File: config.mk
export PLATFORM = sky130hd
export DESIGN_NAME = http_response_header_parser
export DESIGN_NICKNAME = d
export VERILOG_FILES = /design/src/hdl/hrp_pkg.sv /design/src/hdl/http_response_header_parser.sv /design/src/hdl/hrp_front.sv /design/src/hdl/hrp_queue.sv /design/src/hdl/hrp_back.sv
export SDC_FILE = /design/constraint.sdc
export NUM_CORES = 1
export LEC_CHECK = 0
export ABC_CLOCK_PERIOD_IN_PS = 5300
export BUFFER_PORTS_ARGS = -buffer_cell sky130_fd_sc_hd__clkbuf_2
export CORE_MARGIN = 3
export CORE_UTILIZATION = 35
export DETAILED_ROUTE_END_ITERATION = 10
export PLACE_DENSITY = 0.63
export SLEW_MARGIN = 20
export SYNTH_ARGS = -nofsm -noshare
export SYNTH_HDL_FRONTEND = slang
export SYNTH_SLANG_ARGS = --single-unit
File: constraint.sdc
create_clock -name i_clk -period 5.3 [get_ports i_clk]
set_input_delay 1.325 -clock i_clk [delete_from_list [all_inputs] [get_ports i_clk]]
set_output_delay 1.325 -clock i_clk [all_outputs]
set_load 0.005 [all_outputs]
File: src/hdl/hrp_pkg.sv
`timescale 1ns / 1ps

package hrp_pkg;

    localparam int LenWidth = 32;
    localparam int OutLenWidth = 32;
    localparam int StatusWidth = 16;
    localparam int QDepth = 4;
    localparam int QAddrW = $clog2(QDepth);
    localparam int QCountW = $clog2(QDepth + 1);
    localparam int PosW = 5;
    localparam logic [PosW-1:0] PosMax = '1;
    localparam int PfxShort = 5;
    localparam int PfxLong = 15;
    localparam logic [StatusWidth-1:0] StatusMinReset = 16'd500;

    localparam logic [7:0] HttpText [PfxShort] = '{"H", "T", "T", "P", "/"};
    localparam logic [7:0] LowerText [PfxLong] = '{
        "c", "o", "n", "t", "e", "n", "t", "-", "l", "e", "n", "g", "t", "h", ":"
    };
    localparam logic [7:0] UpperText [PfxLong] = '{
        "C", "o", "n", "t", "e", "n", "t", "-", "L", "e", "n", "g", "t", "h", ":"
    };

    typedef enum logic [1:0] {
        MODE_HEADER,
        MODE_BODY,
        MODE_ERROR,
        MODE_DONE
    } t_mode;

    typedef enum logic [2:0] {
        KIND_HEADER  = 3'd0,
        KIND_HDR_END = 3'd1,
        KIND_BODY    = 3'd2,
        KIND_LAST    = 3'd3,
        KIND_ERROR   = 3'd4,
        KIND_IGNORED = 3'd5
    } t_kind;

    typedef enum logic [1:0] {
        SPH_PRE,
        SPH_SKIP,
        SPH_DIGITS,
        SPH_DONE
    } t_sphase;

    typedef enum logic [1:0] {
        LPH_SKIP,
        LPH_DIGITS,
        LPH_DONE
    } t_lphase;

    typedef struct packed {
        logic [7:0]          data;
        logic                sor;
        logic                is_nl;
        logic                is_cr;
        logic                is_zero;
        logic                is_space;
        logic                is_ws;
        logic                is_plus;
        logic                is_minus;
        logic                is_digit;
        logic [3:0]          digit;
        logic [PfxShort-1:0] m_http;
        logic [PfxLong-1:0]  m_lower;
        logic [PfxLong-1:0]  m_upper;
    } t_item;

    typedef struct packed {
        t_kind                  kind;
        logic [7:0]             data;
        logic [StatusWidth-1:0] status;
        logic [OutLenWidth-1:0] length;
    } t_result;

    function automatic logic [OutLenWidth-1:0] sat_len(input logic [LenWidth-1:0] v);
        logic [LenWidth-1:0] upper;
        upper = v >> OutLenWidth;
        if (upper != '0) begin
            return '1;
        end
        return OutLenWidth'(v);
    endfunction

endpackage

File: src/hdl/http_response_header_parser.sv
`timescale 1ns / 1ps
// Each byte passes the front register and queue; its registered result waits for the sink.
// Throughput: one byte per cycle while the queue is not full; the back end updates per byte.
// A four-entry queue between classifier and parser absorbs short output stalls.
// Reset is synchronous and active low; it clears all parser state and sets the threshold to 500.
module http_response_header_parser (
    input  logic        i_clk,
    input  logic        i_rst_n,
    input  logic        i_in_valid,
    output logic        o_in_stall,
    input  logic [7:0]  i_data_byte,
    input  logic        i_start_of_response,
    output logic        o_out_valid,
    input  logic        i_out_stall,
    output logic [2:0]  o_kind,
    output logic [7:0]  o_byte_out,
    output logic [15:0] o_status_code,
    output logic [31:0] o_body_length,
    input  logic        i_cfg_valid,
    output logic        o_cfg_ready,
    input  logic [15:0] i_cfg_data
);
    import hrp_pkg::*;

    logic [StatusWidth-1:0] r_error_status_min;
    logic                   fr_valid;
    t_item                  fr_item;
    logic                   q_full;
    logic                   q_valid;
    t_item                  q_item;
    logic                   q_pop;
    t_result                result;

    assign o_cfg_ready = 1'b1;

    always_ff @(posedge i_clk) begin
        if (!i_rst_n) begin
            r_error_status_min <= StatusMinReset;
        end else if (i_cfg_valid && o_cfg_ready) begin
            r_error_status_min <= i_cfg_data;
        end
    end

    hrp_front u_front (
        .i_clk               (i_clk),
        .i_rst_n             (i_rst_n),
        .i_in_valid          (i_in_valid),
        .o_in_stall          (o_in_stall),
        .i_data_byte         (i_data_byte),
        .i_start_of_response (i_start_of_response),
        .i_queue_full        (q_full),
        .o_item_valid        (fr_valid),
        .o_item              (fr_item)
    );

    hrp_queue u_queue (
        .i_clk       (i_clk),
        .i_rst_n     (i_rst_n),
        .i_push      (fr_valid),
        .i_push_item (fr_item),
        .o_full      (q_full),
        .i_pop       (q_pop),
        .o_valid     (q_valid),
        .o_item      (q_item)
    );

    hrp_back u_back (
        .i_clk              (i_clk),
        .i_rst_n            (i_rst_n),
        .i_item_valid       (q_valid),
        .i_item             (q_item),
        .o_pop              (q_pop),
        .i_error_status_min (r_error_status_min),
        .o_out_valid        (o_out_valid),
        .i_out_stall        (i_out_stall),
        .o_result           (result)
    );

    assign o_kind        = result.kind;
    assign o_byte_out    = result.data;
    assign o_status_code = result.status;
    assign o_body_length = result.length;

    a_reset_clears_out: assert property (@(posedge i_clk)
        !i_rst_n |=> !o_out_valid)
        else $error("output valid after reset");

    a_front_holds: assert property (@(posedge i_clk) disable iff (!i_rst_n)
        fr_valid && q_full |=> fr_valid)
        else $error("front beat lost while queue full");

    a_error_over_threshold: assert property (@(posedge i_clk) disable iff (!i_rst_n)
        o_out_valid && o_kind == KIND_ERROR |-> o_status_code >= r_error_status_min)
        else $error("server error reported below threshold");

endmodule

File: src/hdl/hrp_front.sv
`timescale 1ns / 1ps

module hrp_front (
    input  logic          i_clk,
    input  logic          i_rst_n,
    input  logic          i_in_valid,
    output logic          o_in_stall,
    input  logic [7:0]    i_data_byte,
    input  logic          i_start_of_response,
    input  logic          i_queue_full,
    output logic          o_item_valid,
    output hrp_pkg::t_item o_item
);
    import hrp_pkg::*;

    logic  r_valid;
    t_item r_item;
    t_item n_item;
    logic  load;
    logic  push;

    always_comb begin
        n_item          = '0;
        n_item.data     = i_data_byte;
        n_item.sor      = i_start_of_response;
        n_item.is_nl    = i_data_byte == 8'h0A;
        n_item.is_cr    = i_data_byte == 8'h0D;
        n_item.is_zero  = i_data_byte == 8'h00;
        n_item.is_space = i_data_byte == " ";
        n_item.is_ws    = (i_data_byte == " ") ||
                          (i_data_byte >= 8'd9 && i_data_byte <= 8'd13);
        n_item.is_plus  = i_data_byte == "+";
        n_item.is_minus = i_data_byte == "-";
        n_item.is_digit = i_data_byte >= "0" && i_data_byte <= "9";
        n_item.digit    = 4'(i_data_byte - "0");
        for (int k = 0; k < PfxShort; k++) begin
            n_item.m_http[k] = i_data_byte == HttpText[k];
        end
        for (int k = 0; k < PfxLong; k++) begin
            n_item.m_lower[k] = i_data_byte == LowerText[k];
            n_item.m_upper[k] = i_data_byte == UpperText[k];
        end
    end

    assign push       = r_valid && !i_queue_full;
    assign o_in_stall = r_valid && i_queue_full;
    assign load       = i_in_valid && !o_in_stall;

    always_ff @(posedge i_clk) begin
        if (!i_rst_n) begin
            r_valid <= 1'b0;
        end else if (load) begin
            r_valid <= 1'b1;
        end else if (push) begin
            r_valid <= 1'b0;
        end
    end

    always_ff @(posedge i_clk) begin
        if (load) begin
            r_item <= n_item;
        end
    end

    assign o_item_valid = r_valid;
    assign o_item       = r_item;

endmodule

File: src/hdl/hrp_queue.sv
`timescale 1ns / 1ps

module hrp_queue (
    input  logic           i_clk,
    input  logic           i_rst_n,
    input  logic           i_push,
    input  hrp_pkg::t_item i_push_item,
    output logic           o_full,
    input  logic           i_pop,
    output logic           o_valid,
    output hrp_pkg::t_item o_item
);
    import hrp_pkg::*;

    t_item              r_mem [QDepth];
    logic [QAddrW-1:0]  r_wr;
    logic [QAddrW-1:0]  r_rd;
    logic [QCountW-1:0] r_count;
    logic               do_push;
    logic               do_pop;

    assign o_full  = r_count == QCountW'(QDepth);
    assign o_valid = r_count != '0;
    assign do_push = i_push && !o_full;
    assign do_pop  = i_pop && o_valid;
    assign o_item  = r_mem[r_rd];

    always_ff @(posedge i_clk) begin
        if (!i_rst_n) begin
            r_wr    <= '0;
            r_rd    <= '0;
            r_count <= '0;
        end else begin
            if (do_push) begin
                r_wr <= QAddrW'(r_wr + 1'b1);
            end
            if (do_pop) begin
                r_rd <= QAddrW'(r_rd + 1'b1);
            end
            if (do_push && !do_pop) begin
                r_count <= QCountW'(r_count + 1'b1);
            end else if (do_pop && !do_push) begin
                r_count <= QCountW'(r_count - 1'b1);
            end
        end
    end

    always_ff @(posedge i_clk) begin
        if (do_push) begin
            r_mem[r_wr] <= i_push_item;
        end
    end

endmodule

File: src/hdl/hrp_back.sv
`timescale 1ns / 1ps

module hrp_back (
    input  logic                               i_clk,
    input  logic                               i_rst_n,
    input  logic                               i_item_valid,
    input  hrp_pkg::t_item                     i_item,
    output logic                               o_pop,
    input  logic [hrp_pkg::StatusWidth-1:0]    i_error_status_min,
    output logic                               o_out_valid,
    input  logic                               i_out_stall,
    output hrp_pkg::t_result                   o_result
);
    import hrp_pkg::*;

    localparam int AccW = LenWidth + 4;
    localparam int SAccW = StatusWidth + 4;

    t_mode                  r_mode, n_mode, c_mode;
    logic [PosW-1:0]        r_pos, n_pos, c_pos;
    logic [2:0]             r_pm, n_pm, c_pm;
    logic                   r_cut, n_cut, c_cut;
    logic                   r_fcr, n_fcr, c_fcr;
    t_sphase                r_sph, n_sph, c_sph;
    logic                   r_sneg, n_sneg, c_sneg;
    logic [StatusWidth-1:0] r_sacc, n_sacc, c_sacc;
    t_lphase                r_lph, n_lph, c_lph;
    logic                   r_lneg, n_lneg, c_lneg;
    logic [LenWidth-1:0]    r_lacc, n_lacc, c_lacc;
    logic [StatusWidth-1:0] r_sstat, n_sstat, c_sstat;
    logic [LenWidth-1:0]    r_slen, n_slen, c_slen;
    logic [LenWidth-1:0]    r_bcnt, n_bcnt, c_bcnt;
    t_kind                  kind;
    logic                   r_out_valid;
    t_result                r_result;
    logic                   take;
    logic                   cut;
    logic [SAccW-1:0]       s_next;
    logic [AccW-1:0]        l_next;
    logic [StatusWidth-1:0] st;
    logic                   hit_http, hit_lower, hit_upper;

    assign take  = i_item_valid && (!r_out_valid || !i_out_stall);
    assign o_pop = take;

    always_comb begin
        c_mode  = r_mode;
        c_pos   = r_pos;
        c_pm    = r_pm;
        c_cut   = r_cut;
        c_fcr   = r_fcr;
        c_sph   = r_sph;
        c_sneg  = r_sneg;
        c_sacc  = r_sacc;
        c_lph   = r_lph;
        c_lneg  = r_lneg;
        c_lacc  = r_lacc;
        c_sstat = r_sstat;
        c_slen  = r_slen;
        c_bcnt  = r_bcnt;
        if (i_item.sor) begin
            c_mode  = MODE_HEADER;
            c_pos   = '0;
            c_pm    = 3'b111;
            c_cut   = 1'b0;
            c_fcr   = 1'b0;
            c_sph   = SPH_PRE;
            c_sneg  = 1'b0;
            c_sacc  = '0;
            c_lph   = LPH_SKIP;
            c_lneg  = 1'b0;
            c_lacc  = '0;
            c_sstat = '0;
            c_slen  = '0;
            c_bcnt  = '0;
        end

        n_mode  = c_mode;
        n_pos   = c_pos;
        n_pm    = c_pm;
        n_cut   = c_cut;
        n_fcr   = c_fcr;
        n_sph   = c_sph;
        n_sneg  = c_sneg;
        n_sacc  = c_sacc;
        n_lph   = c_lph;
        n_lneg  = c_lneg;
        n_lacc  = c_lacc;
        n_sstat = c_sstat;
        n_slen  = c_slen;
        n_bcnt  = c_bcnt;
        kind    = KIND_HEADER;

        cut       = c_cut || i_item.is_zero;
        hit_http  = (c_pos < PosW'(PfxShort)) ? i_item.m_http[c_pos[2:0]] : 1'b0;
        hit_lower = (c_pos < PosW'(PfxLong)) ? i_item.m_lower[c_pos[3:0]] : 1'b0;
        hit_upper = (c_pos < PosW'(PfxLong)) ? i_item.m_upper[c_pos[3:0]] : 1'b0;
        s_next    = SAccW'(c_sacc) * SAccW'(10) + SAccW'(i_item.digit);
        l_next    = AccW'(c_lacc) * AccW'(10) + AccW'(i_item.digit);
        st        = c_sneg ? '0 : c_sacc;

        case (c_mode)
            MODE_HEADER: begin
                if (i_item.is_nl) begin
                    if (c_pm[0] && c_pos >= PosW'(PfxShort)) begin
                        n_sstat = st;
                        if (st >= i_error_status_min) begin
                            n_mode = MODE_ERROR;
                            kind   = KIND_ERROR;
                        end
                    end else if ((c_pm[1] || c_pm[2]) && c_pos >= PosW'(PfxLong)) begin
                        n_slen = c_lneg ? '0 : c_lacc;
                    end
                    if (kind != KIND_ERROR && c_fcr) begin
                        n_mode = MODE_BODY;
                        kind   = KIND_HDR_END;
                    end
                    n_pos  = '0;
                    n_pm   = 3'b111;
                    n_cut  = 1'b0;
                    n_fcr  = 1'b0;
                    n_sph  = SPH_PRE;
                    n_sneg = 1'b0;
                    n_sacc = '0;
                    n_lph  = LPH_SKIP;
                    n_lneg = 1'b0;
                    n_lacc = '0;
                end else begin
                    n_cut = cut;
                    if (c_pos < PosW'(PfxShort) && (cut || !hit_http)) begin
                        n_pm[0] = 1'b0;
                    end
                    if (c_pos < PosW'(PfxLong) && (cut || !hit_lower)) begin
                        n_pm[1] = 1'b0;
                    end
                    if (c_pos < PosW'(PfxLong) && (cut || !hit_upper)) begin
                        n_pm[2] = 1'b0;
                    end
                    if (c_pos == PosW'(0) && i_item.is_cr) begin
                        n_fcr = 1'b1;
                    end
                    if (c_pos == PosW'(1) && !i_item.is_zero) begin
                        n_fcr = 1'b0;
                    end
                    if (!cut) begin
                        case (c_sph)
                            SPH_PRE: begin
                                if (i_item.is_space) begin
                                    n_sph = SPH_SKIP;
                                end
                            end
                            SPH_SKIP, SPH_DIGITS: begin
                                if (c_sph == SPH_SKIP && i_item.is_ws) begin
                                    n_sph = SPH_SKIP;
                                end else if (c_sph == SPH_SKIP &&
                                             (i_item.is_plus || i_item.is_minus)) begin
                                    n_sneg = i_item.is_minus;
                                    n_sph  = SPH_DIGITS;
                                end else if (i_item.is_digit) begin
                                    n_sacc = (s_next[SAccW-1:StatusWidth] != '0) ?
                                             '1 : StatusWidth'(s_next);
                                    n_sph  = SPH_DIGITS;
                                end else begin
                                    n_sph = SPH_DONE;
                                end
                            end
                            default: begin
                                n_sph = SPH_DONE;
                            end
                        endcase
                        if (c_pos >= PosW'(PfxLong)) begin
                            if (c_lph == LPH_SKIP && i_item.is_ws) begin
                                n_lph = LPH_SKIP;
                            end else if (c_lph == LPH_SKIP &&
                                         (i_item.is_plus || i_item.is_minus)) begin
                                n_lneg = i_item.is_minus;
                                n_lph  = LPH_DIGITS;
                            end else if ((c_lph == LPH_SKIP || c_lph == LPH_DIGITS) &&
                                         i_item.is_digit) begin
                                n_lacc = (l_next[AccW-1:LenWidth] != '0) ?
                                         '1 : LenWidth'(l_next);
                                n_lph  = LPH_DIGITS;
                            end else begin
                                n_lph = LPH_DONE;
                            end
                        end
                    end
                    if (c_pos != PosMax) begin
                        n_pos = PosW'(c_pos + 1'b1);
                    end
                end
            end
            MODE_BODY: begin
                if (c_bcnt != '1) begin
                    n_bcnt = LenWidth'(c_bcnt + 1'b1);
                end
                if (n_bcnt >= c_slen) begin
                    kind   = KIND_LAST;
                    n_mode = MODE_DONE;
                end else begin
                    kind = KIND_BODY;
                end
            end
            default: begin
                kind = KIND_IGNORED;
            end
        endcase
    end

    always_ff @(posedge i_clk) begin
        if (!i_rst_n) begin
            r_mode  <= MODE_HEADER;
            r_pos   <= '0;
            r_pm    <= 3'b111;
            r_cut   <= 1'b0;
            r_fcr   <= 1'b0;
            r_sph   <= SPH_PRE;
            r_sneg  <= 1'b0;
            r_sacc  <= '0;
            r_lph   <= LPH_SKIP;
            r_lneg  <= 1'b0;
            r_lacc  <= '0;
            r_sstat <= '0;
            r_slen  <= '0;
            r_bcnt  <= '0;
        end else if (take) begin
            r_mode  <= n_mode;
            r_pos   <= n_pos;
            r_pm    <= n_pm;
            r_cut   <= n_cut;
            r_fcr   <= n_fcr;
            r_sph   <= n_sph;
            r_sneg  <= n_sneg;
            r_sacc  <= n_sacc;
            r_lph   <= n_lph;
            r_lneg  <= n_lneg;
            r_lacc  <= n_lacc;
            r_sstat <= n_sstat;
            r_slen  <= n_slen;
            r_bcnt  <= n_bcnt;
        end
    end

    always_ff @(posedge i_clk) begin
        if (!i_rst_n) begin
            r_out_valid <= 1'b0;
        end else if (take) begin
            r_out_valid <= 1'b1;
        end else if (!i_out_stall) begin
            r_out_valid <= 1'b0;
        end
    end

    always_ff @(posedge i_clk) begin
        if (take) begin
            r_result.kind   <= kind;
            r_result.data   <= i_item.data;
            r_result.status <= n_sstat;
            r_result.length <= sat_len(n_slen);
        end
    end

    assign o_out_valid = r_out_valid;
    assign o_result    = r_result;

endmodule

==> reports/results.ini <==
[floorplan]
die_area_um2 = 69700
start_util_pct = 35.7
ioPinCount = 92
die_w_um = 264
core_um2 = 65200
std_cell_rows = 93
die_h_um = 264

[placement]
gp_congestion = 0.918
place_ws_ns = 0.115
dpl_cell_area_um2 = 24800
io_buffers = 90
dp_hpwl_mm = 47.6

[synth]
synth_cells = 2483
syn_avg_cell_area_um2 = 9.38
yosysSeqAreaShare_pct = 43.1
synth-adder-area-share_pct = 7.33
netlist_area_um2 = 23300
synth_compound_gate_area_share_pct = 16.7
yosys.area_share.simple_pct = 20.3
synth-seq-cells = 392
synthXorXnorAreaFrac_pct = 4.51
synthesis.nets = 2647
synth_cell_type_count = 92
async_reset_ff_share_pct = 0
synth_top_family_by_area = simple AND/OR/NAND/NOR gates
synth_mux_area_share_pct = 4.20
ys_warn_count = 0
synth_edf_count = 219
ys.flop_type = edfxtp_1

[detailed_routing]
wirelength_mm = 67.2
vias_per_cell = 5.66
drt-pass1-iter-count = 6
vias = 19400
wl_per_cell_um = 19.6
drtIter0Drc = 1818
drtAntennaViolNets = 0
drcViolationCount = 0

[global_routing]
antenna_found_initial = 1
grt_pass1_wl_mm = 105
grt_pass1_vias = 18500
gr-usage-all-layers_pct = 18.6
overflow = 0
grt_start_max_net_pins = 92

[cts]
clock_latency_ns = 0.59
tritoncts = built
cts_sinks = 392
cts.clk_slew.worst_paths_ns = 0.07
postCtsHoldBufs = 0
cts_max_level = 2
cts_root_buf = clkbuf_16
clockBufferDepth = 3
numCtsBuffers = 41

[worst_hold_path]
hold_depth = 2
hold_class = flop to flop

[final_layout]
postLayoutCellArea_um2 = 26300
drive_gt1_share_pct = 12.6
areaGrowthSynthToFinish_pct = 12.8
n_antenna_cell = 0
final_net_count = 2705

[power_and_ir_drop]
irDropWorstVdd_v = 0.000311
total_leakage_power_nw = 10.1
cellPowerDensity_nw_per_um2 = 364

[sta]
holdWs_ns = 0.445
fin_ws_ns = 0.233
hold_viol = 0
setup_tns_ns = 0
fin_worst_skew_ns = 0.0178
report.final.slew_viol_count = 0
period_needed_ns = 5.07
setup_viol = 0
rsz0062_at_grt = yes
fmaxAchievable_mhz = 197
worst_pin_slew_ns = 1.09
max-slew-margin-rel_pct = 27.3
fin_crit_sh_pct = 95.6

[setup_path]
critical_path_required_ns = 5.77
arrival_ns = 5.53
cp_common_cell = buf_12
path_class = flop to flop
path_cells = mux4_2, buf_12, nor2_1, ha_2, inv_1, fa_1, nand2b_4, a21oi_1, o211ai_1, nand2_1, xor2_1, nand3_1, or3_4, nor4_4, mux2i_2, buf_12, a2111oi_0, o31ai_1
cp-end-kind = flop
startpoint_type = flop
cp_max_fo = 42
crit_path_top_delay_cell = mux4_2
crit_path_max_incr_delay_ns = 0.63
reg2reg_depth = 18

[job]
cap_violations = 0

[run_status]
status = complete, no violations

## through the flow
step | power [W] | util, % | instances
after global placement | 0.00674 | 38.1 | 3351
after global routing | 0.0100 | 40.3 | 3429
after floorplan | 0.00569 | - | 2483
after CTS | 0.00961 | 40.1 | 3427
final | 0.00955 | 40.3 | 3429
after detailed placement | 0.00679 | 38.1 | 3351
## registers in the layout, summed over array words and instances (netlist names), 2 cells and up, named ones only
name / flops
u_front.o_item: 32
u_back.r_sstat: 16
u_back.r_slen: 32
u_queue.r_count: 3
u_queue.r_rd: 2
u_back.r_sacc: 16
u_back.r_pos: 5
u_back.r_mode: 2
u_back.o_result: 59
u_back.r_pm: 3
u_back.r_lacc: 32
r_error_status_min: 16
u_back.r_sph: 2
u_queue.r_wr: 2
u_queue.r_mem: 128
u_back.r_bcnt: 32
u_back.r_lph: 2
## worst paths after layout
check | start | end | slack [ns]
setup / recovery | u_queue.r_mem[3][47] | u_back.r_lacc[31] | 0.23
hold / removal | u_back.r_sacc[7] | u_back.r_sacc[7] | 0.44
setup reg to reg | u_queue.r_mem[3][47] | u_back.r_lacc[31] | 0.23
hold reg to reg | u_back.r_sacc[7] | u_back.r_sacc[7] | 0.44
## cells by family after synthesis
family / count (synthesis)
AND/OR/NAND/NOR: 966
other: 1
multiplexers: 56
buffers and inverters: 221
XOR/XNOR: 120
flip-flops: 392
AO/OA/AOI/OAI: 593
adder cells (fa/ha/maj): 134
## cells in the mapped netlist (all sizes together), types with 7 or more instances
master   count  area, µm²
nor4        22        178
and3        40        250
nand3b      10       75.1
o21ai      156        785
a2111oi      9        124
mux4        33        743
o22ai        7       43.8
a21oi      131        663
nand4       30        188
o21a        11       82.6
a22oi       20        150
o211ai      20        150
a21boi      60        450
nor2b       67        419
and2        33        206
inv         71        267
nand2b      24        150
dfxtp      173       3460
buf         31        160
or3         20        125
or2         11       68.8
a31oi       18        113
o211a        8       80.1
nand3       97        490
clkbuf     118        449
a21o        47        353
nor3        51        277
mux2i       19        190
nand2      355       1330
a211oi      14        118
edfxtp     219       6580
xor2        42        368
o31ai       37        278
nor2       166        623
ha         130       1630
o311ai       7       61.3
xnor2       78        683
and4        11       96.3
## critical path: cells and delay by family, from the launching register on
family                     cells  cell delay (ns)
xor gates and xnor gates       1             0.28
adders and majority gates      2             0.60
buffers and inverters          3             0.49
and+or+nand+nor                6             1.39
muxes                          2             0.75
AOI/OAI and AO/OA              4             1.05
DFF                            1             0.39
## report_power, final
part           total (W)  switching (W)  internal (W)  leakage, nW
Combinational    0.00284        0.00192      0.000920         5.96
Clock            0.00281        0.00126       0.00155        0.625
Sequential       0.00390       0.000204       0.00370         3.49
## final cells by class
class / count / area, µm²
Timing Repair Buffer: 164 / 1060
Multi-Input combinational cell: 1870 / 12500
Clock buffer: 58 / 1120
Clock inverter: 18 / 170
Fill cell: 6306 / 38900
Sequential cell: 392 / 10000
Inverter: 72 / 273
Tap cell: 855 / 1070
## what timing repair did
| action | in CTS | in global routing |
|---|---|---|
| resized for setup | 0 | 25 |
| setup buffers | 0 | 2 |
| setup endpoints to repair | 0 | 46 |
## cells in the final DEF (no fill, tap or decap), types with 65 or more instances in the layout
cell        n
o21ai_0   144
nor2b_1    65
nand3_1    96
xnor2_1    77
edfxtp_1  219
a21oi_1   127
nand2_1   354
clkbuf_2   89
nor2_1    163
dfxtp_1   172
buf_4      71
ha_1      128
inv_1      71
## metal layers
layer	track usage [%]	share of wire, %	vias up
li1	-	-	9169
met1	26.1	45	9485
met4	4.77	2.1	2
met5	0	0.019	-
met2	30.4	47	668
met3	2.47	5.9	101
Note: power is estimated with default switching activity, not from simulation.
